$ cat src/hdl/sjis_fullwidth_digit_converter_defines.svh
// Assertion macros used by the converter's top-level RTL file.
// Depends on nothing; include with the bare file name.
`ifndef SJIS_FULLWIDTH_DIGIT_CONVERTER_DEFINES_SVH
`define SJIS_FULLWIDTH_DIGIT_CONVERTER_DEFINES_SVH

// Same-cycle implication, checked out of reset.
`define SFDC_ASSERT_NOW(label, clk, rst_n, ante, cons, msg) \
    label: assert property (@(posedge clk) disable iff (!rst_n) (ante) |-> (cons)) \
        else $error(msg);

// Next-cycle implication, checked out of reset.
`define SFDC_ASSERT_NEXT(label, clk, rst_n, ante, cons, msg) \
    label: assert property (@(posedge clk) disable iff (!rst_n) (ante) |=> (cons)) \
        else $error(msg);

`endif

$ cat src/hdl/sfdc_pkg.sv
// Shared types and constants for the Shift-JIS fullwidth digit converter.
// No dependencies; imported by every module of the block.
package sfdc_pkg;

    // Default depth of the job queue between front and back.
    localparam int QUEUE_DEPTH_DEF = 4;

    typedef struct packed {
        logic [7:0] in_byte;
        logic       in_end;
    } t_in_item;

    typedef struct packed {
        logic [7:0] out_byte;
        logic       run_last;
        logic       string_end;
    } t_out_item;

    // One unit of work for the back end: one or two bytes to emit.
    typedef struct packed {
        logic [7:0] byte0;
        logic [7:0] byte1;
        logic       two;
        logic       str_end;
    } t_job;

    typedef struct packed {
        logic full;
        logic empty;
    } t_q_status;

    typedef struct packed {
        logic sec_pending;
    } t_back_status;

endpackage

$ cat src/hdl/sjis_fullwidth_digit_converter.sv
// Shift-JIS fullwidth/halfwidth digit converter, top level.
// Depends on sfdc_pkg, sfdc_front, sfdc_queue, sfdc_back and the defines header.
//
// Usage: input items (one byte plus an end-of-string flag) enter through a
// queue-style port: an item is taken at a clock edge with push high and full
// low. Results leave the same way: while empty is low the oldest output byte
// is on o_out_item, and it is taken at an edge with pop high.
// Each item gives zero, one or two output bytes. run_last marks the last byte
// of an item, string_end the final byte of a string.
// The 1-bit direction register (0: fullwidth to halfwidth, 1: halfwidth to
// fullwidth) is written through i_cfg_we/i_cfg_wdata. The user must write it
// only while the block is idle; the block does not enforce this. A write
// drops any held lead byte. An item's first byte passes the job queue and then
// the output register, which loads a second byte at the edge taking the first.
// The front end takes one item per cycle while the queue is not full; the back
// end emits one byte per cycle while the receiver takes them, so two-byte items
// cannot keep up. The job queue of QDEPTH entries absorbs short bursts. If the
// receiver stalls, the output byte holds, the queue fills and full rises;
// nothing is lost. Synchronous reset empties the queue and output register,
// clears the held lead byte and sets direction to 0.
`include "sjis_fullwidth_digit_converter_defines.svh"

module sjis_fullwidth_digit_converter #(
    parameter int QDEPTH = sfdc_pkg::QUEUE_DEPTH_DEF
) (
    input  logic                i_clk,
    input  logic                i_rst_n,
    input  logic                i_cfg_we,
    input  logic                i_cfg_wdata,
    input  logic                push,
    output logic                full,
    input  sfdc_pkg::t_in_item  i_in_item,
    output logic                empty,
    input  logic                pop,
    output sfdc_pkg::t_out_item o_out_item
);
    import sfdc_pkg::*;

    t_q_status    q_status;
    t_back_status b_status;
    t_job         f_job;
    t_job         q_job;
    logic         f_push;
    logic         q_pop;
    logic         in_fire;
    logic         out_fire;

    assign full     = q_status.full;
    assign in_fire  = push && !full;
    assign out_fire = pop && !empty;

    sfdc_front u_front (
        .i_clk       (i_clk),
        .i_rst_n     (i_rst_n),
        .i_cfg_we    (i_cfg_we),
        .i_cfg_wdata (i_cfg_wdata),
        .i_accept    (in_fire),
        .i_in_item   (i_in_item),
        .o_job_push  (f_push),
        .o_job       (f_job)
    );

    sfdc_queue #(
        .QDEPTH (QDEPTH)
    ) u_queue (
        .i_clk    (i_clk),
        .i_rst_n  (i_rst_n),
        .i_push   (f_push),
        .i_job    (f_job),
        .i_pop    (q_pop),
        .o_job    (q_job),
        .o_status (q_status)
    );

    sfdc_back u_back (
        .i_clk       (i_clk),
        .i_rst_n     (i_rst_n),
        .i_job       (q_job),
        .i_job_empty (q_status.empty),
        .o_job_pop   (q_pop),
        .i_pop       (pop),
        .o_empty     (empty),
        .o_out_item  (o_out_item),
        .o_status    (b_status)
    );

    // A pending second byte always sits behind a valid output byte.
    `SFDC_ASSERT_NOW(a_sec_behind_valid, i_clk, i_rst_n, b_status.sec_pending, !empty, "second byte pending with empty output")
    // The end of a string is only ever flagged on an item's last byte.
    `SFDC_ASSERT_NOW(a_end_is_last, i_clk, i_rst_n, !empty && o_out_item.string_end, o_out_item.run_last, "string_end without run_last")
    // With nothing queued or pending, taking the output byte drains the block.
    `SFDC_ASSERT_NEXT(a_drain, i_clk, i_rst_n, out_fire && q_status.empty && !b_status.sec_pending, empty, "output not empty after draining")

endmodule

$ cat src/hdl/sfdc_front.sv
// Front end: accepts input items, tracks a held lead byte and turns each
// item into a job of zero, one or two output bytes. Depends on sfdc_pkg.
module sfdc_front (
    input  logic             i_clk,
    input  logic             i_rst_n,
    input  logic             i_cfg_we,
    input  logic             i_cfg_wdata,
    input  logic             i_accept,
    input  sfdc_pkg::t_in_item i_in_item,
    output logic             o_job_push,
    output sfdc_pkg::t_job   o_job
);
    import sfdc_pkg::*;

    localparam logic [7:0] LEAD_DIGIT = 8'h82;
    localparam logic [7:0] LEAD_SYM   = 8'h81;
    localparam logic [7:0] TRAIL_D0   = 8'h4f;
    localparam logic [7:0] TRAIL_D9   = 8'h58;
    localparam logic [7:0] TRAIL_MIN  = 8'h7c;
    localparam logic [7:0] TRAIL_PER  = 8'h44;
    localparam logic [7:0] TRAIL_SPC  = 8'h40;
    localparam logic [7:0] ASC_0      = 8'h30;
    localparam logic [7:0] ASC_9      = 8'h39;
    localparam logic [7:0] ASC_MIN    = 8'h2d;
    localparam logic [7:0] ASC_PER    = 8'h2e;
    localparam logic [7:0] ASC_SPC    = 8'h20;
    // Distance between a fullwidth digit trail byte and its ASCII digit.
    localparam logic [7:0] DIGIT_OFS  = 8'h1f;

    logic       r_direction;
    logic       r_pending;
    logic [7:0] r_held;
    logic       n_pending;
    logic [7:0] n_held;
    logic [7:0] b;
    logic       is_lead;

    assign b       = i_in_item.in_byte;
    assign is_lead = (b >= 8'h81 && b <= 8'h9f) || (b >= 8'he0 && b <= 8'hef);

    always_comb begin
        n_pending     = r_pending;
        n_held        = r_held;
        o_job_push    = 1'b0;
        o_job.byte0   = b;
        o_job.byte1   = b;
        o_job.two     = 1'b0;
        o_job.str_end = i_in_item.in_end;
        if (i_accept) begin
            if (!r_direction) begin
                if (r_pending) begin
                    n_pending  = 1'b0;
                    o_job_push = 1'b1;
                    if (r_held == LEAD_DIGIT && b >= TRAIL_D0 && b <= TRAIL_D9) begin
                        o_job.byte0 = b - DIGIT_OFS;
                    end else if (r_held == LEAD_SYM && b == TRAIL_MIN) begin
                        o_job.byte0 = ASC_MIN;
                    end else if (r_held == LEAD_SYM && b == TRAIL_PER) begin
                        o_job.byte0 = ASC_PER;
                    end else if (r_held == LEAD_SYM && b == TRAIL_SPC) begin
                        o_job.byte0 = ASC_SPC;
                    end else begin
                        o_job.byte0 = r_held;
                        o_job.two   = 1'b1;
                    end
                end else if (is_lead && !i_in_item.in_end) begin
                    n_pending = 1'b1;
                    n_held    = b;
                end else begin
                    o_job_push = 1'b1;
                end
            end else begin
                o_job_push = 1'b1;
                if (b >= ASC_0 && b <= ASC_9) begin
                    o_job.byte0 = LEAD_DIGIT;
                    o_job.byte1 = b + DIGIT_OFS;
                    o_job.two   = 1'b1;
                end else if (b == ASC_MIN) begin
                    o_job.byte0 = LEAD_SYM;
                    o_job.byte1 = TRAIL_MIN;
                    o_job.two   = 1'b1;
                end else if (b == ASC_PER) begin
                    o_job.byte0 = LEAD_SYM;
                    o_job.byte1 = TRAIL_PER;
                    o_job.two   = 1'b1;
                end else if (b == ASC_SPC) begin
                    o_job.byte0 = LEAD_SYM;
                    o_job.byte1 = TRAIL_SPC;
                    o_job.two   = 1'b1;
                end
            end
        end
        // A direction write drops any held lead byte.
        if (i_cfg_we) begin
            n_pending = 1'b0;
        end
    end

    always_ff @(posedge i_clk) begin
        if (!i_rst_n) begin
            r_direction <= 1'b0;
            r_pending   <= 1'b0;
        end else begin
            if (i_cfg_we) begin
                r_direction <= i_cfg_wdata;
            end
            r_pending <= n_pending;
        end
    end

    always_ff @(posedge i_clk) begin
        r_held <= n_held;
    end

endmodule

$ cat src/hdl/sfdc_queue.sv
// Short job queue that decouples the front end from the back end.
// Depends on sfdc_pkg for the job and status types.
module sfdc_queue #(
    parameter int QDEPTH = sfdc_pkg::QUEUE_DEPTH_DEF
) (
    input  logic                i_clk,
    input  logic                i_rst_n,
    input  logic                i_push,
    input  sfdc_pkg::t_job      i_job,
    input  logic                i_pop,
    output sfdc_pkg::t_job      o_job,
    output sfdc_pkg::t_q_status o_status
);
    import sfdc_pkg::*;

    localparam int PW = (QDEPTH > 1) ? $clog2(QDEPTH) : 1;
    localparam int CW = $clog2(QDEPTH + 1);

    t_job          r_mem [QDEPTH];
    logic [PW-1:0] r_wr_ptr;
    logic [PW-1:0] r_rd_ptr;
    logic [CW-1:0] r_count;
    logic          do_push;
    logic          do_pop;

    assign o_status.full  = (r_count == CW'(QDEPTH));
    assign o_status.empty = (r_count == '0);
    assign do_push        = i_push && !o_status.full;
    assign do_pop         = i_pop && !o_status.empty;
    assign o_job          = r_mem[r_rd_ptr];

    always_ff @(posedge i_clk) begin
        if (!i_rst_n) begin
            r_wr_ptr <= '0;
            r_rd_ptr <= '0;
            r_count  <= '0;
        end else begin
            if (do_push) begin
                r_wr_ptr <= (r_wr_ptr == PW'(QDEPTH - 1)) ? '0 : r_wr_ptr + 1'b1;
            end
            if (do_pop) begin
                r_rd_ptr <= (r_rd_ptr == PW'(QDEPTH - 1)) ? '0 : r_rd_ptr + 1'b1;
            end
            if (do_push && !do_pop) begin
                r_count <= r_count + 1'b1;
            end else if (do_pop && !do_push) begin
                r_count <= r_count - 1'b1;
            end
        end
    end

    always_ff @(posedge i_clk) begin
        if (do_push) begin
            r_mem[r_wr_ptr] <= i_job;
        end
    end

endmodule

$ cat src/hdl/sfdc_back.sv
// Back end: takes jobs from the queue and emits their bytes one per cycle
// while the receiver takes them, through an output register. Depends on sfdc_pkg.
module sfdc_back (
    input  logic                   i_clk,
    input  logic                   i_rst_n,
    input  sfdc_pkg::t_job         i_job,
    input  logic                   i_job_empty,
    output logic                   o_job_pop,
    input  logic                   i_pop,
    output logic                   o_empty,
    output sfdc_pkg::t_out_item    o_out_item,
    output sfdc_pkg::t_back_status o_status
);
    import sfdc_pkg::*;

    logic       r_valid;
    t_out_item  r_out;
    logic       r_sec;
    logic [7:0] r_byte1;
    logic       r_end;
    logic       load;

    // The output register refills when it is empty or being taken.
    assign load       = !r_valid || (i_pop && r_valid);
    assign o_job_pop  = load && !r_sec && !i_job_empty;
    assign o_empty    = !r_valid;
    assign o_out_item = r_out;
    assign o_status.sec_pending = r_sec;

    always_ff @(posedge i_clk) begin
        if (!i_rst_n) begin
            r_valid <= 1'b0;
            r_sec   <= 1'b0;
        end else if (load) begin
            if (r_sec) begin
                r_valid <= 1'b1;
                r_sec   <= 1'b0;
            end else if (!i_job_empty) begin
                r_valid <= 1'b1;
                r_sec   <= i_job.two;
            end else begin
                r_valid <= 1'b0;
            end
        end
    end

    always_ff @(posedge i_clk) begin
        if (load) begin
            if (r_sec) begin
                r_out.out_byte   <= r_byte1;
                r_out.run_last   <= 1'b1;
                r_out.string_end <= r_end;
            end else begin
                r_out.out_byte   <= i_job.byte0;
                r_out.run_last   <= !i_job.two;
                r_out.string_end <= i_job.str_end && !i_job.two;
                r_byte1          <= i_job.byte1;
                r_end            <= i_job.str_end;
            end
        end
    end

endmodule

$ cat config.mk
export PLATFORM = sky130hd
export DESIGN_NAME = sjis_fullwidth_digit_converter
export DESIGN_NICKNAME = d
export VERILOG_FILES = /design/src/hdl/sfdc_pkg.sv /design/src/hdl/sjis_fullwidth_digit_converter.sv /design/src/hdl/sfdc_front.sv /design/src/hdl/sfdc_queue.sv /design/src/hdl/sfdc_back.sv
export VERILOG_INCLUDE_DIRS = /design/src /design/src/hdl
export SDC_FILE = /design/constraint.sdc
export NUM_CORES = 1
export LEC_CHECK = 0
export BUFFER_PORTS_ARGS = -buffer_cell sky130_fd_sc_hd__buf_2
export CORE_MARGIN = 5
export CORE_UTILIZATION = 30
export CTS_CLUSTER_SIZE = 12
export DETAILED_ROUTE_END_ITERATION = 7
export PLACE_DENSITY = 0.59
export SYNTH_ARGS = -nofsm -noshare
export SYNTH_HDL_FRONTEND = slang
export SYNTH_SLANG_ARGS = --single-unit
$ cat constraint.sdc
create_clock -name i_clk -period 2.4 [get_ports i_clk]
set_input_delay 0.12 -clock i_clk [delete_from_list [all_inputs] [get_ports i_clk]]
set_output_delay 0.12 -clock i_clk [all_outputs]
set_load 0.005 [all_outputs]
After elaboration in Yosys (flattened, before gate mapping):

Memories as Yosys holds them, arrays and structs flattened. A register that Yosys moved wholly into a read port is not among the register bits.
Cells that the tools add are included.

* flip-flop bits (word level): 38
* RAM bits: 72
* input bits: 15
* output and inout bits: 12
* word-level logic and storage cells: 114
* memories kept: 1

Memories
* u_queue.r_mem: words 4, width 18, rd ports 1, clocked after memory_dff 1, wr ports 1, RTL line sfdc_queue.sv:19 `t_job r_mem [QDEPTH];`

* $add $sub $neg: 6
* order comparisons: 8
* equal/unequal tests: 11
* multiplexer cells: 37
* bitwise logic cells: 4
* reductions and logical operators: 34

Operators by type and width (count)
* two-way mux 17 bit: 5
* two-way mux 8 bit: 7
* equality test 8 x 6 -> 1 bit, second input constant: 3
* equality test 8 x 7 -> 1 bit, second input constant: 3
* logical AND 1 bit: 18
* two-way mux 1 bit: 18
* equality test 8 bit, second input constant: 2
* >= comparator 8 bit, second input constant: 2
* <= comparator 8 bit, second input constant: 2
* two-way mux 10 bit: 1
* adder 8 x 5 -> 8 bit, second input constant: 1
* >= comparator 8 x 6 -> 1 bit, second input constant: 1
* >= comparator 8 x 7 -> 1 bit, second input constant: 1
* <= comparator 8 x 6 -> 1 bit, second input constant: 1
* <= comparator 8 x 7 -> 1 bit, second input constant: 1
* logical NOT 1 bit: 8
* two-way mux 2 bit: 4
* subtractor 8 x 5 -> 8 bit, second input constant: 1
* two-way mux 3 bit: 2
* adder 2 x 1 -> 2 bit, second input constant: 2
* equality test 2 bit, second input constant: 2
* NOT 1 bit: 4
* AND reduction 2 bit: 2
* AND reduction 4 bit: 1
* other kinds (7): 8

Longest topological paths before layout:

* word-level depth: 13
* mapped depth: 12

Hierarchy:

A second synthesis with hierarchy kept.

* cells, all modules: 327
* area total of the unflattened synthesis: 5043.6 µm²

Modules (own cells, without submodules)
* sfdc_queue: instances 1, cells an instance 145, area an instance 3119.2 µm², sequential area each 2342.2 µm²
* sfdc_front: instances 1, cells an instance 137, area an instance 1089.8 µm², sequential area each 280.3 µm²
* sfdc_back: instances 1, cells an instance 44, area an instance 820.8 µm², sequential area each 610.6 µm²
* sjis_fullwidth_digit_converter: instances 1, cells an instance 1, area an instance 13.8 µm², sequential area each 0.0 µm²

Worst setup path before layout:

Ideal clock, no wire load.

* kind: input-to-reg
* start point: input i_in_item[1] (netlist bit)
* end point: register u_queue.r_count[2]
* library setup time: 0.071 ns
* arrival time: 2.528 ns
* data required time: 2.329 ns
* setup slack: -0.198 ns
* stages on the path: 12
* path buffers: 0
* cells stage by stage: inv_1 > ha_1 > or3b_4 > o31ai_2 > a21oi_2 > nor2_1 > ha_1 > inv_1 > fa_1 > xor2_1 > or3_1 > a21oi_1

* longest elaborated chain between the ends: 12
* elaborated cells on any way between the ends: 18

Ends and longest elaborated chain
* start: declaration: RTL line sjis_fullwidth_digit_converter.sv:32 `input sfdc_pkg::t_in_item i_in_item,`
* >= comparator 8 bit / <= comparator 8 bit (equally long branches): RTL line sfdc_front.sv:39 `assign is_lead = (b >= 8'h81 && b <= 8'h9f) || (b >= 8'he0 && b <= 8'hef);`
* logical AND 1 bit: RTL line sfdc_front.sv:39
* logical OR 1 bit *: RTL line sfdc_front.sv:39
* logical AND 1 bit *: RTL line sfdc_front.sv:66 `end else if (is_lead && !i_in_item.in_end) begin`
* two-way mux 1 bit *: RTL line sfdc_front.sv:66
* two-way mux 1 bit *: RTL line sfdc_front.sv:51 `if (r_pending) begin`
* two-way mux 1 bit *: RTL line sfdc_front.sv:50 `if (!r_direction) begin`
* two-way mux 1 bit *: RTL line sfdc_front.sv:49 `if (i_accept) begin`
* logical AND 1 bit *: RTL line sfdc_queue.sv:28 `assign do_push = i_push && !o_status.full;`
* via u_queue.do_push: RTL line sfdc_queue.sv:23 `logic do_push;`
* logical NOT 1 bit: RTL line sfdc_queue.sv:46 `end else if (do_pop && !do_push) begin`
* logical AND 1 bit: RTL line sfdc_queue.sv:46
* nonzero test 2 bit (no line)
* end signal: assignment: RTL line sfdc_queue.sv:45 `r_count <= r_count + 1'b1;`
* end signal: assignment: RTL line sfdc_queue.sv:47 `r_count <= r_count - 1'b1;`
* end: declaration: RTL line sfdc_queue.sv:22 `logic [CW-1:0] r_count;`

The timed path passes the listed nets; every way through them passes the cells marked *.
A chain may end at the register's enable or synchronous reset.

==> summary.md <==
| Metric | Value |
|---|---|
| FMAX | `456 MHz` |
| Primary FF master, synth | `edfxtp_1` |
| Synth-to-layout area growth | `20.0%` |
| Cts bufs inserted | `9` |
| Aggregate global-route resource usage | `11.6%` |
| GPL Wtd Cong | `0.832` |
| Worst-margin pin slew | `655 ps` |
| Worst rel slew slack | `56.3%` |
| Final core occ | `36.8%` |
| Crit-path max cell delay | `420 ps` |
| Cell Count Post-Placement | `585` |
| RSZ-0062 raised after global routing | `false` |
| Post-synth EDFFs | `99` |
| Min Clock Period, post-route | `2190 ps` |
| Worst hold path type | `in -> reg` |
| Crit Path Class | `reg -> reg` |
| Highest Signal Layer | `met4` |
| Die Footprint | `19000 µm²` |
| Worst vdd ir | `0.000391 V` |
| Post-synthesis cell type count | `55` |
| Final setup vio count | `0` |
| Crit-path cells | `nor4_2, o2111ai_1, or2_1, a41o_1, a22o_1` |
| Antenna violations before repair | `0` |
| Die W | `138 µm` |
| Clk sink count | `112` |
| Congestion Overflow GR | `0` |
| Min Hold Slack | `6.29 ps` |
| Top-count cell post-synth | `edfxtp_1` |
| Port bufs | `26` |
| Period utilisation layout | `91.3%` |
| Fillers | `1570` |
| Syn_area_per_cell | `15.1 µm²` |
| First-pass GRT wire length | `16600 µm` |
| Fraction of layout cells with a size suffix above 1 | `29.5%` |
| Routed met2 length | `4640 µm` |
| First DRT Iteration DRCs | `184` |
| Starting Density | `30.7%` |
| Met3 wire length | `395 µm` |
| P_leak | `2.04 nW` |
| CP max FO | `5` |
| Largest net degree at the start of global routing | `20` |
| Vias in the first global route | `3064` |
| Hold violation count in the final report | `0` |
| CTS H-tree depth | `3` |
| CTS Buffer Depth | `2` |
| Family with the most delay on the worst path | `compound AO/OA/AOI/OAI gates` |
| Post-Syn Instances | `325` |
| Critical Path AT | `2270 ps` |
| Routed vias/inst | `4.82` |
| Root cell of the clock tree | `clkbuf_16` |
| Syn Nets | `351` |
| Reg clk slew, reported paths | `70 ps` |
| Worst setup EP type | `flop` |
| Inserted Diodes | `0` |
| Sequential share of the synthesized area | `65.8%` |
| Most instantiated cells after synthesis | `edfxtp_1 (99), mux4_2 (18), o21ai_0 (17)` |
| Area contributors post-synth | `edfxtp_1 (61%), mux4_2 (8.3%), dfxtp_1 (5.3%)` |
| Ports | `27` |
| DP HPWL | `6980 µm` |
| Pwr dens | `937 nW/µm²` |
| Core area | `16000 µm²` |
| Critical path launch point type | `flop` |
| Routed length on met1 | `4800 µm` |
| WL final | `10000 µm` |
| DIE HEIGHT | `138 µm` |
| Post-CTS setup buffers | `0` |
| Max Clock Skew | `10.1 ps` |
| Drt pass-1 iters | `6` |
| Latest clock arrival within the worst-skew pair | `350 ps` |
| DRT antenna net count | `0` |
| Nets | `407` |
| Final WS setup | `208 ps` |
| Post-Layout Cell Count | `602` |
| DR vias | `2900` |
| CTS tree | `built` |
| Synth warnings | `0` |
| Final Max Slew Viols | `0` |
| Rows | `46` |
| #FFs+latches synth | `112` |
| Yosys top cell by area | `edfxtp_1` |
| Status | `finished clean` |
| Syn Std Cell Area | `4910 µm²` |
| Synth top area share | `60.5%` |
| Residual DRC | `0` |
| Ys async rst share | `0%` |
| DP Worst Slack | `-126 ps` |
| Critical path data required time | `2480 ps` |
| Slowest stage cell on the critical path | `edfxtp_1` |
| Worst Path Buf+Inv | `0` |
| WL/cell | `16.6 µm` |
| Max-cap violation count | `0` |
==> placed cells by master, fill, tap and decap left out, types with 3 or more instances in the layout <==
cell type	n
edfxtp_1	99
buf_4	29
buf_2	26
mux4_2	18
o21ai_0	16
nand2_1	15
nor2_1	14
dfxtp_1	13
inv_1	12
a21oi_1	11
mux2_2	9
clkbuf_16	9
ha_1	8
nor3_1	6
nand2b_1	5
nand3_1	5
nand3b_1	4
nor2b_1	4
nand4_1	4
a31oi_1	4
and2_1	4
mux2i_1	4
buf_12	4
or3_1	3
o211ai_1	3
a21o_1	3
o221ai_1	3
==> flip-flops by register name (all words and copies together), names as in the netlist, named ones only <==
name                 count
u_back.r_byte1           8
u_queue.r_count          3
u_back.o_status          1
u_back.o_out_item       10
u_queue.r_rd_ptr         2
u_back.r_valid           1
u_front.r_pending        1
u_queue.r_wr_ptr         2
u_front.r_direction      1
u_front.r_held           8
u_back.r_end             1
u_queue.r_mem           72
==> cell families after synthesis <==
kind of cell | Yosys count | synth area share [%]
adders and majority gates | 11 | 2.95
DFF | 112 | 65.8
xor gates and xnor gates | 3 | 0.535
buffers and inverters | 30 | 2.52
and+or+nand+nor | 79 | 9.14
AOI/OAI and AO/OA | 59 | 7.92
muxes | 31 | 11.1
==> routing by layer <==
metal / GRT usage (%) / vias up
li1: - / 1383
met1: 16.0 / 1440
met5: 0 / -
met4: 3.84 / 0
met2: 18.2 / 62
met3: 2.36 / 15
==> final timing paths <==
path | start | end | slack, ps | cells after the start
hold / removal | i_cfg_wdata | u_front.r_direction | 6 | 3
setup / recovery | u_front.r_held[5] | u_queue.r_mem[3][17] | 210 | 5
setup reg to reg | u_front.r_held[5] | u_queue.r_mem[3][17] | 210 | 5
hold reg to reg | u_queue.r_count[2] | u_queue.r_count[2] | 520 | 2
==> what timing repair did <==
action                     in CTS  in global routing
hold endpoints to repair        1                  0
setup endpoints to repair       0                  4
gates resized for setup         0                  1
hold buffers                    1                  0
==> worst register-to-register path, cell delays in order (launching register included) <==
cell	delay [ps]
edfxtp_1	420
nor4_2	360
o2111ai_1	280
or2_1	360
a41o_1	250
a22o_1	250
==> power breakdown <==
group          internal (mW)  leakage (nW)  switching (mW)
sequential              2.54          1.04           0.129
combinational          0.681         0.856           0.641
clock                  0.829         0.147           0.698
==> layout make-up <==
type                            count  area (µm²)  area share, %
Inverter                           15        61.3           1.04
Sequential cell                   112        3230           54.9
Clock inverter                      6        77.6           1.32
Clock buffer                       10         229           3.88
Timing Repair Buffer               60         438           7.43
Tap cell                          216         270           4.59
Multi-Input combinational cell    183        1590           26.9
==> metrics by stage <==
stage | TNS [ps] | total power [mW] | cell area [µm²]
after floorplan | 0 | 3.57 | 4950
after global placement | -84.4 | 4.04 | 5580
after detailed placement | -126 | 4.07 | 5580
after CTS | 0 | 5.59 | 5890
after global routing | 0 | 5.84 | 5890
final | 0 | 5.52 | 5890
No activity file was read; power rests on OpenSTA's default activity.
